===== src/hdl/bcu_pkg.sv =====
// shared types and constants for the binomial coefficient unit
`timescale 1ns / 1ps
package bcu_pkg;
	localparam int VALUE_WIDTH = 64;
	localparam int CNT_WIDTH = $clog2(VALUE_WIDTH + 1);

	typedef struct packed {
		logic start;
		logic [VALUE_WIDTH-1:0] dividend;
		logic [VALUE_WIDTH-1:0] divisor;
	} div_req_t;

	typedef struct packed {
		logic busy;
		logic done;
	} unit_stat_t;

	typedef enum logic [3:0] {
		S_IDLE, S_INIT, S_CHK, S_GCD, S_GCDW, S_DENW, S_FACW, S_ACCW, S_MULW, S_OUT
	} seq_state_t;
endpackage


===== src/hdl/bcu_div.sv =====
// restoring divider, one quotient bit per cycle
`timescale 1ns / 1ps
module bcu_div (
	input  logic clk,
	input  logic arst_n,
	input  bcu_pkg::div_req_t req,
	output bcu_pkg::unit_stat_t stat,
	output logic [bcu_pkg::VALUE_WIDTH-1:0] quot,
	output logic [bcu_pkg::VALUE_WIDTH-1:0] rem
);
	import bcu_pkg::*;

	logic [VALUE_WIDTH:0] rem_q;
	logic [VALUE_WIDTH-1:0] q_q, d_q;
	logic [CNT_WIDTH-1:0] cnt_q;
	logic busy_q, done_q;
	logic [VALUE_WIDTH:0] shifted, diff;

	assign shifted = {rem_q[VALUE_WIDTH-1:0], q_q[VALUE_WIDTH-1]};
	assign diff = shifted - {1'b0, d_q};

	always_ff @(posedge clk or negedge arst_n) begin
		if (!arst_n) begin
			busy_q <= 1'b0;
			done_q <= 1'b0;
			cnt_q <= '0;
		end else begin
			done_q <= 1'b0;
			if (req.start) begin
				busy_q <= 1'b1;
				cnt_q <= CNT_WIDTH'(VALUE_WIDTH);
			end else if (busy_q) begin
				cnt_q <= cnt_q - 1'b1;
				if (cnt_q == CNT_WIDTH'(1)) begin
					busy_q <= 1'b0;
					done_q <= 1'b1;
				end
			end
		end
	end

	always_ff @(posedge clk) begin
		if (req.start) begin
			rem_q <= '0;
			q_q <= req.dividend;
			d_q <= req.divisor;
		end else if (busy_q) begin
			if (!diff[VALUE_WIDTH]) begin
				rem_q <= diff;
				q_q <= {q_q[VALUE_WIDTH-2:0], 1'b1};
			end else begin
				rem_q <= shifted;
				q_q <= {q_q[VALUE_WIDTH-2:0], 1'b0};
			end
		end
	end

	assign stat.busy = busy_q;
	assign stat.done = done_q;
	assign quot = q_q;
	assign rem = rem_q[VALUE_WIDTH-1:0];
endmodule


===== src/hdl/bcu_mul.sv =====
// shift-add multiplier with sticky range check, one multiplier bit per cycle
`timescale 1ns / 1ps
module bcu_mul (
	input  logic clk,
	input  logic arst_n,
	input  logic start,
	input  logic [bcu_pkg::VALUE_WIDTH-1:0] a,
	input  logic [bcu_pkg::VALUE_WIDTH-1:0] b,
	output bcu_pkg::unit_stat_t stat,
	output logic [bcu_pkg::VALUE_WIDTH-1:0] product,
	output logic ovf
);
	import bcu_pkg::*;

	logic [VALUE_WIDTH-1:0] p_q, a_q, b_q;
	logic ovf_q, busy_q, done_q;
	logic [CNT_WIDTH-1:0] cnt_q;
	logic [VALUE_WIDTH+1:0] sum;

	// msb first: double then add
	assign sum = {1'b0, p_q, 1'b0}
		+ (b_q[VALUE_WIDTH-1] ? {2'b00, a_q} : '0);

	always_ff @(posedge clk or negedge arst_n) begin
		if (!arst_n) begin
			busy_q <= 1'b0;
			done_q <= 1'b0;
			cnt_q <= '0;
		end else begin
			done_q <= 1'b0;
			if (start) begin
				busy_q <= 1'b1;
				cnt_q <= CNT_WIDTH'(VALUE_WIDTH);
			end else if (busy_q) begin
				cnt_q <= cnt_q - 1'b1;
				if (cnt_q == CNT_WIDTH'(1)) begin
					busy_q <= 1'b0;
					done_q <= 1'b1;
				end
			end
		end
	end

	always_ff @(posedge clk) begin
		if (start) begin
			p_q <= '0;
			a_q <= a;
			b_q <= b;
			ovf_q <= 1'b0;
		end else if (busy_q) begin
			p_q <= sum[VALUE_WIDTH-1:0];
			b_q <= {b_q[VALUE_WIDTH-2:0], 1'b0};
			if (sum[VALUE_WIDTH+1:VALUE_WIDTH] != 2'b00)
				ovf_q <= 1'b1;
		end
	end

	assign stat.busy = busy_q;
	assign stat.done = done_q;
	assign product = p_q;
	assign ovf = ovf_q;
endmodule


===== src/hdl/binomial_coefficient_unit.sv =====
// binomial coefficient unit: sequencer over a shared divider and a serial multiplier
//
// channel  dir  tdata                      tuser
// s_axis   in   [63:0] n_value [127:64] k_value  -
// m_axis   out  [63:0] coefficient         [0] overflow
//
// each term takes a euclid loop of divides (one to eight of them), two more
// divides, an acc / g divide and a multiply; up to about 34 terms per item
// the shared divider sets the pace; one item is in flight at a time
// s_tready is high only when the sequencer is idle; a finished result waits
// in the output register while the next item is taken
// arst_n clears the sequencer and the output valid
`timescale 1ns / 1ps
module binomial_coefficient_unit (
	input  logic clk,
	input  logic arst_n,
	input  logic s_tvalid,
	output logic s_tready,
	input  logic [2*bcu_pkg::VALUE_WIDTH-1:0] s_tdata, // n_value, k_value
	output logic m_tvalid,
	input  logic m_tready,
	output logic [bcu_pkg::VALUE_WIDTH-1:0] m_tdata, // coefficient
	output logic m_tuser // overflow
);
	import bcu_pkg::*;

	localparam logic [VALUE_WIDTH-1:0] ALL_ONES = '1;
	localparam logic [VALUE_WIDTH-1:0] ONE = VALUE_WIDTH'(1);

	seq_state_t state_q, state_d;
	logic [VALUE_WIDTH-1:0] n_q, k_q, acc_q, step_q, a_q, b_q, g_q, fac_q, res_q;
	logic ovf_res_q;
	logic out_valid_q;
	logic [VALUE_WIDTH-1:0] out_data_q;
	logic out_ovf_q;

	div_req_t div_req;
	unit_stat_t div_stat, mul_stat;
	logic [VALUE_WIDTH-1:0] quot, rem, product;
	logic mul_start, mul_ovf, out_free;

	bcu_div u_div (
		.clk(clk), .arst_n(arst_n), .req(div_req), .stat(div_stat),
		.quot(quot), .rem(rem)
	);

	bcu_mul u_mul (
		.clk(clk), .arst_n(arst_n), .start(mul_start), .a(quot), .b(fac_q),
		.stat(mul_stat), .product(product), .ovf(mul_ovf)
	);

	assign out_free = !out_valid_q || m_tready;
	assign s_tready = (state_q == S_IDLE);

	always_ff @(posedge clk or negedge arst_n) begin
		if (!arst_n)
			state_q <= S_IDLE;
		else
			state_q <= state_d;
	end

	always_comb begin
		state_d = state_q;
		div_req.start = 1'b0;
		div_req.dividend = a_q;
		div_req.divisor = b_q;
		mul_start = 1'b0;
		unique case (state_q)
			S_IDLE: if (s_tvalid) state_d = S_INIT;
			S_INIT: state_d = (k_q > n_q) ? S_OUT : S_CHK;
			S_CHK: state_d = (step_q > k_q) ? S_OUT : S_GCD;
			S_GCD: begin
				div_req.start = 1'b1;
				if (b_q == '0) begin
					// gcd found in a_q, start step / g
					div_req.dividend = step_q;
					div_req.divisor = a_q;
					state_d = S_DENW;
				end else begin
					state_d = S_GCDW;
				end
			end
			S_GCDW: if (div_stat.done) state_d = S_GCD;
			S_DENW: begin
				div_req.dividend = n_q - step_q + ONE;
				div_req.divisor = quot;
				if (div_stat.done) begin
					div_req.start = 1'b1;
					state_d = S_FACW;
				end
			end
			S_FACW: begin
				div_req.dividend = acc_q;
				div_req.divisor = g_q;
				if (div_stat.done) begin
					div_req.start = 1'b1;
					state_d = S_ACCW;
				end
			end
			S_ACCW: if (div_stat.done) begin
				mul_start = 1'b1;
				state_d = S_MULW;
			end
			S_MULW: if (mul_stat.done) state_d = mul_ovf ? S_OUT : S_CHK;
			S_OUT: if (out_free) state_d = S_IDLE;
			default: state_d = S_IDLE;
		endcase
	end

	always_ff @(posedge clk) begin
		case (state_q)
			S_IDLE: if (s_tvalid) begin
				n_q <= s_tdata[VALUE_WIDTH-1:0];
				k_q <= s_tdata[2*VALUE_WIDTH-1:VALUE_WIDTH];
			end
			S_INIT: begin
				acc_q <= ONE;
				step_q <= ONE;
				ovf_res_q <= 1'b0;
				res_q <= '0;
				if (k_q > n_q - k_q) k_q <= n_q - k_q;
			end
			S_CHK: begin
				res_q <= acc_q;
				a_q <= acc_q;
				b_q <= step_q;
			end
			S_GCD: if (b_q == '0) g_q <= a_q;
			S_GCDW: if (div_stat.done) begin
				a_q <= b_q;
				b_q <= rem;
			end
			S_FACW: if (div_stat.done) fac_q <= quot;
			S_MULW: if (mul_stat.done) begin
				if (mul_ovf) begin
					ovf_res_q <= 1'b1;
					res_q <= ALL_ONES;
				end else begin
					acc_q <= product;
					step_q <= step_q + ONE;
				end
			end
			default: ;
		endcase
	end

	always_ff @(posedge clk or negedge arst_n) begin
		if (!arst_n)
			out_valid_q <= 1'b0;
		else if (state_q == S_OUT && out_free)
			out_valid_q <= 1'b1;
		else if (m_tready)
			out_valid_q <= 1'b0;
	end

	always_ff @(posedge clk) begin
		if (state_q == S_OUT && out_free) begin
			out_data_q <= res_q;
			out_ovf_q <= ovf_res_q;
		end
	end

	assign m_tvalid = out_valid_q;
	assign m_tdata = out_data_q;
	assign m_tuser = out_ovf_q;

	a_units_exclusive: assert property (@(posedge clk) disable iff (!arst_n)
		!(div_stat.busy && mul_stat.busy)) else $error("divider and multiplier both busy");
	a_idle_units: assert property (@(posedge clk) disable iff (!arst_n)
		s_tready |-> !div_stat.busy && !mul_stat.busy) else $error("unit busy while idle");
	a_sat_value: assert property (@(posedge clk) disable iff (!arst_n)
		m_tvalid && m_tuser |-> m_tdata == ALL_ONES) else $error("overflow without saturation");
	a_out_load: assert property (@(posedge clk) disable iff (!arst_n)
		state_q == S_OUT && out_free |=> m_tvalid) else $error("result not presented");
endmodule

===== config.mk =====
export PLATFORM = sky130hd
export DESIGN_NAME = binomial_coefficient_unit
export DESIGN_NICKNAME = d
export VERILOG_FILES = /design/src/hdl/bcu_pkg.sv /design/src/hdl/bcu_div.sv /design/src/hdl/bcu_mul.sv /design/src/hdl/binomial_coefficient_unit.sv
export SDC_FILE = /design/constraint.sdc
export NUM_CORES = 2
export LEC_CHECK = 0
export BUFFER_PORTS_ARGS = -buffer_cell sky130_fd_sc_hd__buf_4
export CAP_MARGIN = 20
export CORE_ASPECT_RATIO = 0.7
export CORE_MARGIN = 1
export CORE_UTILIZATION = 46
export DETAILED_ROUTE_END_ITERATION = 6
export HOLD_SLACK_MARGIN = 0.02
export SYNTH_ARGS = -nofsm -noshare
export SYNTH_HDL_FRONTEND = slang
export SYNTH_SLANG_ARGS = --single-unit

===== constraint.sdc =====
create_clock -name clk -period 16.4 [get_ports clk]
set_input_delay 0.82 -clock clk [delete_from_list [all_inputs] [get_ports clk]]
set_output_delay 0.82 -clock clk [all_outputs]
set_load 0.03 [all_outputs]

==> flow_metrics.env <==
export IMPL_cts_max_path_buffers=3
export IMPL_hold_path_class="in -> reg"
export IMPL_cts_resized=0
export IMPL_dp_hpwl_um=140100
export IMPL_cp_data_required_time_ns=16.78
export IMPL_drc_errors=18
export IMPL_r2r_start="n_q[0]"
export IMPL_wl_per_cell_um=23.90
export IMPL_start_util_pct=46.51
export IMPL_worstReg2RegEnd="k_q[1]"
export IMPL_synth_edf_count=898
export IMPL_ioPinCount=199
export IMPL_cts_setup_buffers=0
export IMPL_critPathMaxStageDelay_ns=0.75
export IMPL_synth_seq_cells=1050
export IMPL_io_buffers=198
export IMPL_layout_common_cells="edfxtp_1 (898), nand2_1 (889), ha_1 (449)"
export IMPL_dr_total_vias=46550
export IMPL_wl_um=188600
export IMPL_drt_vias_per_instance=5.898
export IMPL_avgSynthCellArea_sq_um=10.23
export IMPL_hold_depth=1
export IMPL_final_common_cell="edfxtp_1"
export IMPL_antenna_left=0
export IMPL_path_cells="inv_1, ha_1, inv_1, fa_1, a21o_1, a21oi_1, o21bai_1, a41oi_1, a21o_1, a2bb2oi_1, a31oi_1, a221oi_1, o21ai_0, xnor2_1, ha_1, nand4_1, nor4_1, nand2_1, nor3_1, and2_1, nand2_1, a31oi_4, buf_4"
export IMPL_grt_pass1_wl_um=282700
export IMPL_die_h_um=307.0
export IMPL_fin_nets=6631
export IMPL_cts_tree="done"
export IMPL_area_growth_pct=11.13
export IMPL_hold_violations=0
export IMPL_min_period_ns=7.684
export IMPL_drtIter0Drc=5002
export IMPL_antenna_found_initial=4
export IMPL_clock_latency_ns=0.76
export IMPL_yosysWarnings=0
export IMPL_worst_pin_slew_ns=1.201
export IMPL_gr_total_overflow=0
export IMPL_seq_area_frac_synth_pct=49.29
export IMPL_violations="design-rule violations"
export IMPL_place_congestion=0.9336
export IMPL_drt_first_pass_iters=7
export IMPL_cts_buffers_inserted=106
export IMPL_fmax_mhz=130.1
export IMPL_rrSetupSlack_ns=8.72
export IMPL_fin_tns_setup_ns=0
export IMPL_row_count=111
export IMPL_utilization_pct=51.69
export IMPL_core_area_sq_mm=0.1314
export IMPL_period_share_pct=46.85
export IMPL_syn_nets=6559
export IMPL_htreeDepth=3
export IMPL_ys_flop_type="edfxtp_1"
export IMPL_power_density_mw_per_mm2=189.1
export IMPL_first_global_vias=44020
export IMPL_hold_end="n_q[59]"
export IMPL_drive_gt1_share_pct=9.853
export IMPL_die_x_um=437.7
export IMPL_hold_start="s_tdata[59]"
export IMPL_critPathMaxFanout=64
export IMPL_maxCapViolCount=0
export IMPL_setup_worst_path_class="reg -> reg"
export IMPL_syn_inst=5974
export IMPL_cts_sinks=1050
export IMPL_ir_worst_vdd_mv=0.1669
export IMPL_leakagePower_uw=0.02731
export IMPL_crit_path_start_kind="flip-flop"
export IMPL_setup_viol=0
export IMPL_r2r_cells=23
export IMPL_async_flop_share_pct=2.190
export IMPL_dieArea_sq_mm=0.1343
export IMPL_track_usage_pct=27.70
export IMPL_relSlewSlack_pct=19.75
export IMPL_fillers=12040
export IMPL_critPathArrivalTime_ns=8.06
export IMPL_grt_max_degree=192
export IMPL_drv_slew=0
export IMPL_syn_cell_area_sq_mm=0.06111
export IMPL_cp_slowest_cell="buf_4"
export IMPL_synth_cell_types=99
export IMPL_cts_root_buffer="clkbuf_16"
export IMPL_ctsHoldBuffers=1
export IMPL_status="finished with violations"
export IMPL_fin_skew_ns=0.04437
export IMPL_clk_pin_slew_ns=0.07
export IMPL_rsz0062_at_grt="false"
export IMPL_setup_worst_path_end_class="flip-flop"
worst max-delay path by stage:
stage | from | to | slack [ns] | depth (start not counted)
floorplan | state_q[2] | acc_q[0] | 5.28 | 6
global placement | n_q[0] | k_q[2] | 9.11 | 23
detailed placement | n_q[0] | k_q[1] | 8.93 | 23
CTS | n_q[0] | k_q[17] | 8.87 | 23
global route | n_q[0] | k_q[17] | 8.31 | 23
finish | n_q[0] | k_q[1] | 8.72 | 23
cell families after synthesis:
family | Yosys count | synth area share, %
adder cells (fa/ha/maj) | 453 | 9.324
XOR/XNOR | 297 | 4.256
multiplexers | 196 | 3.454
AO/OA/AOI/OAI | 1518 | 15.93
buffers and inverters | 561 | 3.560
flip-flops | 1050 | 49.29
AND/OR/NAND/NOR | 1899 | 14.19
final cells by class:
| cell class | count | area, sq um | share of cell area (%) |
|---|---|---|---|
| Multi-Input combinational cell | 4363 | 28940 | 42.61 |
| Inverter | 272 | 1027 | 1.513 |
| Tap cell | 1751 | 2191 | 3.226 |
| Sequential cell | 1050 | 30130 | 44.36 |
| Clock buffer | 146 | 2977 | 4.383 |
| Clock inverter | 56 | 725.7 | 1.069 |
| Antenna cell | 2 | 5.005 | 0.007369 |
| Timing Repair Buffer | 253 | 1927 | 2.837 |
synthesized netlist by cell type, drive strengths merged (119+ instances only):
cell	instances	area [sq um]
and2	143	897.1
nand2	889	3337
dfxtp	129	2582
a21o	196	1471
o21ai	436	2186
edfxtp	898	26970
mux2	119	1340
nor2	356	1339
xnor2	193	1690
inv	270	1013
ha	449	5618
a21oi	421	2115
clkbuf	251	943.4
power by group:
part	switching [uW]	leakage [uW]	internal, uW	total (uW)
logic	3620	0.0158	2070	5690
clock network	1120	0.00179	1510	2640
registers	634	0.00969	3880	4520
through the flow:
step	hold slack [ns]	worst slack (ns)	power [uW]	std cells	instance area, sq um
after global placement	0.4015	9.110	10120	7687	64190
final	0.2536	8.716	12840	7893	67920
after detailed placement	0.4056	8.935	10160	7687	64190
after floorplan	0.4003	5.280	8327	5974	61110
after global routing	0.2063	8.308	13620	7891	67910
after CTS	0.1919	8.874	12830	7890	67900
critical path, delay by kind of cell (launching register included):
| kind | cells | cell delay, ns |
|---|---|---|
| flops | 1 | 0.43 |
| fa+ha+maj | 3 | 0.89 |
| compound gates | 10 | 3.33 |
| simple gates | 6 | 1.48 |
| buf+inv | 3 | 0.89 |
| xor+xnor | 1 | 0.19 |
metal layers:
| layer | vias to the layer above | track usage, % | routed length [um] |
|---|---|---|---|
| met4 | 0 | 7.863 | 5631 |
| met1 | 22520 | 39.79 | 85790 |
| met5 | - | 0 | 0 |
| met2 | 1626 | 43.28 | 84900 |
| li1 | 22160 | - | - |
| met3 | 238 | 4.217 | 12310 |
Note: power is estimated with default switching activity, not from simulation.
